[src/pmst_pkg.sv]
// Shared types and constants for the Prim spanning tree engine.
// Depends on nothing; imported by every module of the block.
package pmst_pkg;

    localparam int MAX_NODES   = 16;
    localparam int WEIGHT_BITS = 16;
    localparam int NODE_W      = $clog2(MAX_NODES);
    localparam int CNT_W       = $clog2(MAX_NODES + 1);
    localparam int KEY_W       = WEIGHT_BITS + 1;
    localparam int ADDR_W      = 2 * NODE_W;
    localparam int DEPTH       = MAX_NODES * MAX_NODES;

    localparam logic [KEY_W-1:0] KEY_INF = {1'b1, {WEIGHT_BITS{1'b0}}};

    // Configuration register indexes.
    localparam logic CFG_NODE_COUNT = 1'b0;
    localparam logic CFG_SOURCE     = 1'b1;

    // Command broadcast from the sequencer to every cell.
    typedef struct packed {
        logic                   init;
        logic [NODE_W-1:0]      src_idx;
        logic                   mark;
        logic [NODE_W-1:0]      mark_idx;
        logic                   relax;
        logic [NODE_W-1:0]      relax_idx;
        logic [NODE_W-1:0]      relax_from;
        logic                   relax_ev;
        logic [WEIGHT_BITS-1:0] relax_w;
        logic [CNT_W-1:0]       cnt;
    } t_cell_cmd;

    // Running minimum handed along the chain.
    typedef struct packed {
        logic              found;
        logic [KEY_W-1:0]  low;
        logic [NODE_W-1:0] idx;
    } t_chain;

    // State one cell exposes for the result phase.
    typedef struct packed {
        logic              in_tree;
        logic              pvalid;
        logic [NODE_W-1:0] parent;
        logic [KEY_W-1:0]  key;
    } t_cell_state;

endpackage

[src/pmst_edge_ram.sv]
// Weight matrix store: a weight memory plus one valid flop per entry.
// Depends on pmst_pkg.
module pmst_edge_ram
    import pmst_pkg::*;
(
    input  logic                   i_clk,
    input  logic                   i_rst_n,
    input  logic                   i_clear,
    input  logic                   i_wr_en,
    input  logic [ADDR_W-1:0]      i_wr_addr,
    input  logic [WEIGHT_BITS-1:0] i_wr_data,
    input  logic [ADDR_W-1:0]      i_rd_addr,
    output logic [WEIGHT_BITS-1:0] o_rd_data,
    output logic                   o_rd_valid
);

    logic [WEIGHT_BITS-1:0] r_mem [DEPTH];
    logic [DEPTH-1:0]       r_vld;
    logic [WEIGHT_BITS-1:0] r_rd;
    logic                   r_rd_v;

    always_ff @(posedge i_clk) begin
        if (i_wr_en) begin
            r_mem[i_wr_addr] <= i_wr_data;
        end
        r_rd   <= r_mem[i_rd_addr];
        r_rd_v <= r_vld[i_rd_addr];
    end

    always_ff @(posedge i_clk) begin
        if (!i_rst_n || i_clear) begin
            r_vld <= '0;
        end else if (i_wr_en) begin
            r_vld[i_wr_addr] <= 1'b1;
        end
    end

    assign o_rd_data  = r_rd;
    assign o_rd_valid = r_rd_v;

endmodule

[config.mk]
export PLATFORM = sky130hd
export DESIGN_NAME = pmst_edge_ram
export DESIGN_NICKNAME = d
export VERILOG_FILES = /design/src/pmst_pkg.sv /design/src/pmst_edge_ram.sv
export SDC_FILE = /design/constraint.sdc
export NUM_CORES = 2
export LEC_CHECK = 0
export BUFFER_PORTS_ARGS = -buffer_cell sky130_fd_sc_hd__buf_2
export CORE_MARGIN = 2
export CORE_UTILIZATION = 57
export DETAILED_ROUTE_END_ITERATION = 6
export GPL_ROUTABILITY_DRIVEN = 0
export PLACE_DENSITY = 0.76
export REMOVE_ABC_BUFFERS = 1
export SYNTH_ARGS = -nofsm -noshare
export SYNTH_HDL_FRONTEND = slang
export SYNTH_SLANG_ARGS = --single-unit
[constraint.sdc]
create_clock -name i_clk -period 2.66 [get_ports i_clk]
set_input_delay 0.532 -clock i_clk [delete_from_list [all_inputs] [get_ports i_clk]]
set_output_delay 0.532 -clock i_clk [all_outputs]
set_load 0.02 [all_outputs]
=== Word-level counts from Yosys, hierarchy flattened ===
Memory sizes are Yosys's and may differ from the RTL's. A register that Yosys moved wholly into a read port is not among the register bits.
Index checks and enable logic that the tools add are counted.
Widths: inputs -> output; s select.

* Register bits: 257
* Bits in writable memories: 4096
* Input bits: 36
* Output and inout port bits: 17
* Word-level logic and storage cells: 16
* Memories: 1

* $lt $le $gt $ge: 3
* Muxes and demuxes: 6
* Bitwise logic cells: 1
* Reduce and logical (&&, ||, !) cells: 3

{| class="wikitable"
|+ Memory list
! name !! depth !! width !! read ports !! clocked after memory_dff !! wr ports !! RTL line !! RTL
|-
| r_mem || 256 || 16 || 1 || 1 || 1 || pmst_edge_ram.sv:17 || <nowiki>logic [WEIGHT_BITS-1:0] r_mem [DEPTH];</nowiki>
|}

{| class="wikitable"
|+ Operators by type and width
! cell !! count
|-
| $or 256x256->256 || 1
|-
| $lt 8x9->1 const B || 2
|-
| $bmux 1 s8 || 1
|-
| $demux 1 s8 || 1
|-
| $ge 8x1->1 const B || 1
|-
| $mux 1 || 4
|-
| $logic_and 1x1->1 || 1
|-
| $logic_not 1->1 || 1
|-
| $logic_or 1x1->1 || 1
|}

=== Logic depth before layout (Yosys ltp) ===
* Word-level depth: 5
* Gate-level depth with buffers: 14
* Gate-level depth less buffers: 7

=== Worst setup path before layout ===
Ideal clock, no wire load.

* Path type: input port to flip-flop
* From: input i_wr_en
* To: memory r_mem[207][0] (enable)
* Library setup time: 0.390 ns
* Arrival time: 2.457 ns
* Data required time: 2.270 ns
* Path slack: -0.187 ns
* Cell stages on the path: 6
* Path buffers: 3
* Cells stage by stage: clkbuf_1 > inv_1 > or4_1 > clkbuf_1 > clkbuf_1 > nor2_1

* Word-level cells in the longest chain between the ends: 2

{| class="wikitable"
|+ RTL lines
! element !! RTL line !! RTL
|-
| from (decl) || pmst_edge_ram.sv:9 || <nowiki>input logic i_wr_en,</nowiki>
|-
| $mux 1 || pmst_edge_ram.sv:23 || <nowiki>if (i_wr_en) begin</nowiki>
|-
| $mux 1 (implied by the code) || pmst_edge_ram.sv:24 || <nowiki>r_mem[i_wr_addr] <= i_wr_data;</nowiki>
|-
| to (decl) || pmst_edge_ram.sv:17 ||
|}

No other way between the ends.

==> results_dict.tcl <==
set metrics [dict create \
    synth_area_leaders "edfxtp_1 73%, mux4_2 11%, mux2i_1 3.5%, dfxtp_1 3.2%, nor2_1 1.7%" \
    grt_pass1_vias 93900 \
    overflow 0 \
    violations "design-rule violations, negative setup slack" \
    rsz0062_at_grt "yes" \
    dr.pass1.iters 7 \
    final_cell_mix "4,096 x edfxtp_1, 817 x mux4_2, 803 x buf_4, 625 x nor2_1, 584 x mux2i_1" \
    crit_buf_inv 0 \
    leakagePower_nw 65.5 \
    routed_wl_um 489000 \
    startpoint_type "register" \
    crit_fanout 1 \
    rows 199 \
    synthCells 8361 \
    cts_tree "yes" \
    path_delay_family "multiplexers" \
    multiInputGateArea_um2 38000 \
    path_common_cell "mux4_2" \
    route.detailed.drc 5 \
    viasPerCell 6.86 \
    grt_pass1_wl_um 686000 \
    dieHeight_um 549 \
    hold_path.class "primary input to register" \
    crit_type "register to register" \
    netlist.area_leader.share 0.727 \
    insertion_delay_ps 1010 \
    crit_slowest_cell "a211oi_2" \
    cp_num_cells 6 \
    portBuffers 52 \
    startpoint "r_mem[55][2]" \
    min_path_cells 1 \
    relSlewSlack 0.240 \
    post-place-ws_ps -1780 \
    grt_start_max_net_pins 108 \
    seq_area_frac_synth 0.760 \
    r2r_slack_ps -150 \
    cp.arrival_ps 3680 \
    setup-tns-final_ps -519 \
    start_util 0.574 \
    ys_seq_elements 4369 \
    yosysUniqueCellTypes 71 \
    dpl.hpwl_um 296000 \
    mostFrequentLayoutCell "edfxtp_1" \
    cp.required_ps 3530 \
    synthArstFlopShare 0 \
    avgSynthCellArea_um2 20.2 \
    num_vias 94900 \
    maxSlewViolCount 0 \
    synth_top_area_cell "edfxtp_1" \
    drv_cap 0 \
    numCtsBuffers 422 \
    ctsRootBufferMaster "clkbuf_16" \
    dieWidth_um 549 \
    clock-sinks 4369 \
    ir_worst_vdd_mv 0.648 \
    endpoint "o_rd_data[2]" \
    syn_area_um2 169000 \
    synth-edff-count 4096 \
    seq_area_um2 128000 \
    routedWlPerCell_um 35.4 \
    core_area_um2 295000 \
    die_area_um2 301000 \
    cts_max_path_buffers 4 \
    critical-path-max-stage-delay_ps 550 \
    period_share 1.06 \
    setup_ws_ps -154 \
    cp-end-kind "register" \
    synthFlopType "edfxtp_1" \
    htreeDepth 5 \
    drt_iter0_markers 15000 \
    skew_ps 81.2 \
    hold_violations 0 \
    syn_to_final_growth_pct 18.0 \
    r2r-end "o_rd_data[2]" \
    status "finished, violations left" \
    crit_chain "mux4_2 -> mux4_2 -> a311o_1 -> a211oi_2 -> nor4_4 -> and4_1" \
    nNetsFinal 9542 \
    drive_gt1_frac 0.303 \
    ios 53 \
    path_clk_slew_ps 60 \
    grt_usage 0.321 \
    layout_min_cycle_time_ps 2810 \
    ant_nets 0 \
    setup_viol 8 \
    rr_worst_depth 6 \
    yosys_warnings 0 \
    power_density_nw_per_um2 726 \
    fmax_ghz 0.355 \
    regToRegStartpoint "r_mem[55][2]" \
    n_fill_cell 17200 \
    tightest_slew_ps 1140 \
    antenna_found_initial 21 \
]
[power breakdown]
part           switching [mW]  internal [mW]
combinational            5.20           3.23
sequential              0.216           75.3
clock                    26.3           34.7
[registers in the layout, indices dropped and copies added, names as in the netlist]
name and cells:
r_mem 4096, r_vld 256, o_rd_data 16, o_rd_valid 1
[cell type report]
| type | instances | share of cell area |
|---|---|---|
| Inverter | 6 | 0.000188 |
| Tap cell | 3919 | 0.0246 |
| Sequential cell | 4369 | 0.643 |
| Timing Repair Buffer | 1230 | 0.0698 |
| Clock buffer | 556 | 0.0576 |
| Clock inverter | 239 | 0.0137 |
| Multi-Input combinational cell | 3477 | 0.190 |
| Antenna cell | 23 | 0.000288 |
[per-layer routing]
| metal | track usage | up-vias | part of all wire |
|---|---|---|---|
| met1 | 0.417 | 48600 | 0.34 |
| met5 | 0 | - | 0.000067 |
| met2 | 0.495 | 7855 | 0.47 |
| met3 | 0.0869 | 1426 | 0.13 |
| li1 | - | 37000 | - |
| met4 | 0.180 | 4 | 0.067 |
[timing repair]
action                                  in CTS  in global routing
gates cloned                                 2                  9
endpoints found under the hold margin      119                  0
pin swaps                                   17                 16
endpoints found under the setup margin      13                 17
hold buffers                                 7                  0
buffers inserted                             0                  6
gates resized for setup                     68                 70
[per-stage QoR]
stage | cell area, um^2 | std cells | power [mW] | util | hold WS (ps)
detailed placement | 184000 | 13000 | 84.8 | 0.626 | 454
finish | 200000 | 13800 | 145 | 0.678 | 38.0
global route | 200000 | 13800 | 148 | 0.678 | 46.6
global placement | 184000 | 13000 | 84.6 | 0.626 | 441
floorplan | 166000 | 7852 | 79.6 | - | 432
CTS | 199000 | 13800 | 145 | 0.675 | 10.2
[cells by family (layout without fill, tap and decap cells)]
group | count (synthesis) | count (layout) | share of synthesized area
buf+inv | 515 | 2031 | 0.0209
mux | 1483 | 1483 | 0.155
other cells | 0 | 23 | 0
compound gates | 796 | 796 | 0.0340
simple gates | 1198 | 1198 | 0.0303
flops | 4369 | 4369 | 0.760
[Yosys cell counts (all sizes together) (10+ instances only)]
master,number
nand2,104
a22oi,25
edfxtp,4096
nand4b,11
nand4,20
nand3,93
a211oi,79
a311o,18
dfxtp,273
o221ai,224
buf,300
mux2i,588
mux4,888
nor3,110
nor4,26
nor2,780
o21ba,29
a221oi,12
a21oi,146
o22ai,155
clkbuf,207
o21ai,67
nor2b,10
[worst register-to-register path: stages (launching register included)]
cell	delay, ps
edfxtp_1	370
mux4_2	520
mux4_2	520
a311o_1	390
a211oi_2	550
nor4_4	110
and4_1	230
[how the worst min path moves through the flow]
stage / to / startpoint / slack (ps)
2_1_floorplan: r_vld[101] / r_vld[101] / 430
3_3_place_gp: r_vld[177] / r_vld[177] / 440
3_5_place_dp: r_vld[189] / r_vld[189] / 450
4_1_cts: r_mem[3][0] / i_wr_data[0] / 10
5_1_grt: r_mem[22][6] / i_wr_data[6] / 50
6_report: r_mem[22][6] / i_wr_data[6] / 40
Power figures use the tool's default switching activity.
