--- config.mk ---
export PLATFORM = sky130hd
export DESIGN_NAME = pmst_cell
export DESIGN_NICKNAME = d
export VERILOG_FILES = /design/src/pmst_pkg.sv /design/src/pmst_cell.sv
export SDC_FILE = /design/constraint.sdc
export NUM_CORES = 1
export LEC_CHECK = 0
export BUFFER_PORTS_ARGS = -buffer_cell sky130_fd_sc_hd__buf_2
export CORE_MARGIN = 8
export CORE_UTILIZATION = 51
export DETAILED_ROUTE_END_ITERATION = 8
export PLACE_DENSITY_LB_ADDON = 0.1
export SLEW_MARGIN = 20
export SYNTH_ARGS = -nofsm -noshare
export SYNTH_HDL_FRONTEND = slang
export SYNTH_SLANG_ARGS = --single-unit
--- constraint.sdc ---
create_clock -name i_clk -period 4.5 [get_ports i_clk]
set_input_delay 0.9 -clock i_clk [delete_from_list [all_inputs] [get_ports i_clk]]
set_output_delay 0.9 -clock i_clk [all_outputs]
set_load 0.005 [all_outputs]
--- src/pmst_pkg.sv ---
// Shared types and constants for the Prim spanning tree engine.
// Depends on nothing; imported by every module of the block.
package pmst_pkg;

    localparam int MAX_NODES   = 16;
    localparam int WEIGHT_BITS = 16;
    localparam int NODE_W      = $clog2(MAX_NODES);
    localparam int CNT_W       = $clog2(MAX_NODES + 1);
    localparam int KEY_W       = WEIGHT_BITS + 1;
    localparam int ADDR_W      = 2 * NODE_W;
    localparam int DEPTH       = MAX_NODES * MAX_NODES;

    localparam logic [KEY_W-1:0] KEY_INF = {1'b1, {WEIGHT_BITS{1'b0}}};

    // Configuration register indexes.
    localparam logic CFG_NODE_COUNT = 1'b0;
    localparam logic CFG_SOURCE     = 1'b1;

    // Command broadcast from the sequencer to every cell.
    typedef struct packed {
        logic                   init;
        logic [NODE_W-1:0]      src_idx;
        logic                   mark;
        logic [NODE_W-1:0]      mark_idx;
        logic                   relax;
        logic [NODE_W-1:0]      relax_idx;
        logic [NODE_W-1:0]      relax_from;
        logic                   relax_ev;
        logic [WEIGHT_BITS-1:0] relax_w;
        logic [CNT_W-1:0]       cnt;
    } t_cell_cmd;

    // Running minimum handed along the chain.
    typedef struct packed {
        logic              found;
        logic [KEY_W-1:0]  low;
        logic [NODE_W-1:0] idx;
    } t_chain;

    // State one cell exposes for the result phase.
    typedef struct packed {
        logic              in_tree;
        logic              pvalid;
        logic [NODE_W-1:0] parent;
        logic [KEY_W-1:0]  key;
    } t_cell_state;

endpackage

--- src/pmst_cell.sv ---
// One node cell: tree flag, key and parent, plus one stage of the minimum chain.
// Depends on pmst_pkg.
module pmst_cell
    import pmst_pkg::*;
(
    input  logic              i_clk,
    input  logic              i_rst_n,
    input  logic [NODE_W-1:0] i_idx,
    input  t_cell_cmd         i_cmd,
    input  t_chain            i_chain,
    output t_chain            o_chain,
    output t_cell_state       o_state
);

    logic              r_in_tree;
    logic              r_pvalid;
    logic [NODE_W-1:0] r_parent;
    logic [KEY_W-1:0]  r_key;
    t_chain            r_chain;
    logic              w_active;
    logic              w_take;
    logic              w_relax;

    assign w_active = CNT_W'(i_idx) < i_cmd.cnt;
    assign w_take   = w_active && !r_in_tree && (r_key < i_chain.low);
    assign w_relax  = i_cmd.relax && (i_cmd.relax_idx == i_idx) && i_cmd.relax_ev
                      && !r_in_tree && (KEY_W'(i_cmd.relax_w) < r_key);

    always_ff @(posedge i_clk) begin
        if (!i_rst_n) begin
            r_in_tree <= 1'b0;
            r_pvalid  <= 1'b0;
            r_parent  <= '0;
            r_key     <= KEY_INF;
        end else if (i_cmd.init) begin
            r_in_tree <= 1'b0;
            r_pvalid  <= 1'b0;
            r_parent  <= '0;
            r_key     <= (i_idx == i_cmd.src_idx) ? '0 : KEY_INF;
        end else if (i_cmd.mark && (i_cmd.mark_idx == i_idx)) begin
            r_in_tree <= 1'b1;
        end else if (w_relax) begin
            r_key    <= KEY_W'(i_cmd.relax_w);
            r_parent <= i_cmd.relax_from;
            r_pvalid <= 1'b1;
        end
    end

    always_ff @(posedge i_clk) begin
        if (w_take) begin
            r_chain <= '{found: 1'b1, low: r_key, idx: i_idx};
        end else begin
            r_chain <= i_chain;
        end
    end

    assign o_chain = r_chain;
    assign o_state = '{in_tree: r_in_tree, pvalid: r_pvalid, parent: r_parent, key: r_key};

endmodule
# Word-level counts from Yosys, hierarchy flattened
# Index checks and enable logic that the tools add are counted.
# totals
output_inout_bits	45
in_bits	69
ff_bits	45
wordCells	33
# op_classes
reduce_logical	12
muxes	5
n_bitwise	2
n_eq_ne	4
order_cmp	3
# ops
cell	count
2-to-1 mux 17 bit	4
2-to-1 mux 21 bit	1
less-than comparator 16 x 17 -> 1 bit	1
less-than comparator 17 bit	1
equality test 4 bit	3
logical AND 1 bit	7
less-than comparator 4 x 5 -> 1 bit	1
AND reduction 2 bit	2
inequality test 2 bit, second input constant	1
inverter 1 bit	2
nonzero test 2 bit	1
OR reduction 2 bit	1
logical NOT 1 bit	1

# Logic depth before layout (Yosys ltp)
# depth
word_depth	8
ltp_mapped	9
mapped_depth_nobuf	8

# Least setup slack after synthesis
# Ideal clock, no wire load.
# synth_timing
path_type	input -> register
from	input port i_chain[12] (netlist name)
to	register r_chain (netlist bit o_chain[2])
t_required_ns	4.377
path_slack_ns	1.770
cell_stages	9
setup_time_ns	0.123
path_buffers	1
t_arrival_ns	2.607
cell_sequence	inv_1 > ha_1 > and4_1 > a211oi_1 > o221ai_1 > a211oi_1 > o21ai_1 > buf_2 > mux2_1
# synth_between
elab_chain_len	3
# synth_rtl
item	line	source
start: declaration	pmst_cell.sv:10	input t_chain i_chain,
less-than comparator 17 bit	pmst_cell.sv:25	assign w_take = w_active && !r_in_tree && (r_key < i_chain.low);
logical AND 1 bit	pmst_cell.sv:25	
2-to-1 mux 21 bit	pmst_cell.sv:50	if (w_take) begin
end signal: assignment	pmst_cell.sv:51	r_chain <= '{found: 1'b1, low: r_key, idx: i_idx};
end signal: assignment	pmst_cell.sv:53	r_chain <= i_chain;
end: declaration	pmst_cell.sv:19	t_chain r_chain;
# Every way passes these cells.
# A chain may end at the register's enable or synchronous reset.

# Worst setup path after layout
# layout_timing
from	input port i_cmd[11] (netlist name)
to	register r_key[3]
# layout_between
elab_chain_len	4
# layout_rtl
item	line	source
start: declaration	pmst_cell.sv:9	input t_cell_cmd i_cmd,
less-than comparator 16 x 17 -> 1 bit	pmst_cell.sv:27	&& !r_in_tree && (KEY_W'(i_cmd.relax_w) < r_key);
logical AND 1 bit	pmst_cell.sv:27	
nonzero test 2 bit (no line)	-	
AND reduction 2 bit (no line)	-	
end signal: assignment	pmst_cell.sv:39	r_key <= (i_idx == i_cmd.src_idx) ? '0 : KEY_INF;
end signal: assignment	pmst_cell.sv:43	r_key <= KEY_W'(i_cmd.relax_w);
end: declaration	pmst_cell.sv:18	logic [KEY_W-1:0] r_key;
# Every way passes these cells.

==> flow_summary.toml <==
[floorplanning]
fp.dieW_microns = 85.9
die_height_microns = 85.9
design.die.area_sq_um = 7380
num_rows = 25
initial_core_util = 0.528
pin_count = 114
core_area_sq_um = 4720

[grt]
grt_usage = 0.174
grt_pass1_vias = 2208
grt_max_degree = 18
grt.overflow.total = 0
antenna_found_initial = 0
grt_pass1_wl_microns = 10200

[min_path]
holdPathStages = 2
min_path_type = "reg2reg"
holdCritStartpoint = "r_pvalid"
whs_endpoint = "r_pvalid"

[setup_path]
cp_data_arrival_time_ps = 3060
r2r_slack_ps = 1900
rr_worst_depth = 8
startpoint_type = "input port"
cp_max_fo = 17
crit_path_end_kind = "register"
rr_endpoint = "r_key[3]"
r2r-start = "r_key[6]"
critPathKind = "in2reg"
required_ps = 4740

[final_layout]
diodes = 0
seq_area_sq_um = 901
multiInputGateArea_sq_um = 1410
finalNetCount = 465
areaGrowthSynthToFinish_pct = 29.1
layout-drive-gt1-share = 0.369
num-fill-cells = 398

[yosys]
yosysTopAreaCellShare = 0.361
syn_inst = 247
syn-num-nets = 350
synthTopCellsByArea = "dfxtp_1, ha_1, mux2i_1"
ys_async_sr_fraction = 0
synth_edf_count = 0
avgSynthCellArea_sq_um = 10.1
synth_common_cells = "dfxtp_1, inv_1, ha_1, a22o_1, mux2i_1"
ys_ff_latch = 45
synthDistinctLibCells = 48
yosysWarningCount = 0
synth_ff_type = "dfxtp_1"
synth-seq-area-share = 0.361
syn_area_sq_um = 2490
synth_largest_area_cell = "dfxtp_1"
post-synth-top-count-cell = "dfxtp_1"

[clock_tree]
ctsHtreeMaxLevel = 2
cts_tree = "built"
numCtsBuffers = 5
post_cts_buffers = 0
clk_latency_ps = 300
ctsHoldBuffers = 0
cts.sinks = 45
cts_max_path_buffers = 2
cts-resized-gates = 0
path_clk_slew_ps = 80
clock-root-buffer = "clkbuf_8"

[timing]
finalHoldViolCount = 0
rsz0062_at_grt = "no"
slew_violations = 0
holdWs_ps = 477
slew_headroom = 0.502
finClkSkew_ps = 8.07
setup_tns_ps = 0
setup_viol_count_final = 0
tightest_slew_ps = 747
finalCriticalPeriod_ps = 2820
fmax_mhz = 355
min_period_over_period = 0.627

[run]
maxCapViolCount = 0

[run_status]
status = "complete, no violations"

[power]
p_leak_nw = 1.68
irDropWorstVdd_mv = 0.135
p_per_area_nw_per_um2 = 264

[placed_design]
place_hpwl_microns = 5290
io_buffers = 113
place.gp.congestion = 0.804

[drt]
wire_per_inst_microns = 15.2
drtIter0Drc = 72
totalWireLength_microns = 6540
firstDrtPassIters = 4
vias = 2141
vias_per_cell = 4.98
ant_nets = 0
drc_errors = 0
==> area by class of cell <==
type | instances | area share
clock inverters | 1 | 0.00156
clock buffers | 7 | 0.0299
repair buffers | 115 | 0.180
well taps | 67 | 0.0261
flip-flops and latches | 45 | 0.280
inverters | 38 | 0.0443
multi-input cells | 157 | 0.438
==> worst max-delay path: stages <==
cell and delay (ps):
buf_2 110, ha_1 310, a211oi_1 220, o22ai_1 130, or3_4 360, o21a_4 230, nor3_4 580, a22o_1 230
==> metrics by stage <==
step           area [sq um]  worst slack, ps  utilization  std cells  power, mW
3_3_place_gp           3120             1420        0.660        422      0.577
5_1_grt                3220             1590        0.681        430      0.885
2_1_floorplan          2490             1770            -        247      0.508
3_5_place_dp           3120             1400        0.660        422      0.582
4_1_cts                3220             1700        0.681        430      0.855
6_report               3220             1680        0.681        430      0.848
==> where the power goes <==
part | switching, mW | internal, mW
logic | 0.0742 | 0.0752
registers | 0.00482 | 0.417
clock network | 0.138 | 0.139
==> worst max path at each step <==
stage | startpoint | end | slack (ps) | cells after the start
after floorplan | i_chain[12] | o_chain[2] | 1770 | 9
after global placement | i_chain[6] | o_chain[1] | 1420 | 10
after detailed placement | i_cmd[11] | r_key[3] | 1400 | 8
after CTS | i_cmd[11] | r_key[3] | 1700 | 8
after global routing | i_cmd[11] | r_key[12] | 1590 | 8
final | i_cmd[11] | r_key[3] | 1680 | 8
==> cell families after synthesis <==
| kind of cell | Yosys count | synth area share |
|---|---|---|
| DFF | 45 | 0.361 |
| xor gates and xnor gates | 12 | 0.0422 |
| muxes | 21 | 0.0868 |
| buffers and inverters | 45 | 0.0753 |
| AOI/OAI and AO/OA | 65 | 0.198 |
| and+or+nand+nor | 25 | 0.0658 |
| adders and majority gates | 34 | 0.171 |
==> sequential cells by signal, indices dropped and copies added, names as in the netlist <==
name       flops
o_chain       22
r_in_tree      1
r_parent       4
r_pvalid       1
r_key         17
==> cell usage in the layout (no fill, tap or decap), drive strengths merged, types with 2 or more instances in the layout <==
cell type and n:
buf 115, dfxtp 45, inv 38, ha 34, mux2i 16, a22o 16, o21ai 13, a21oi 12
xor2 10, clkbuf 7, nand3 6, mux2 5, a21o 4, nor2 4, a211oi 4, nand2b 3
o21a 3, nand4 2, o21bai 2, xnor2 2, a31oi 2, nor3b 2, nor3 2
==> metal layers <==
metal / wire, microns / up-vias / GRT usage
met3: 685 / 8 / 0.0774
met2: 2900 / 79 / 0.269
met4: 65 / 0 / 0.0573
li1: - / 1108 / -
met1: 2890 / 946 / 0.209
met5: 0 / - / 0
Power figures use the tool's default switching activity.
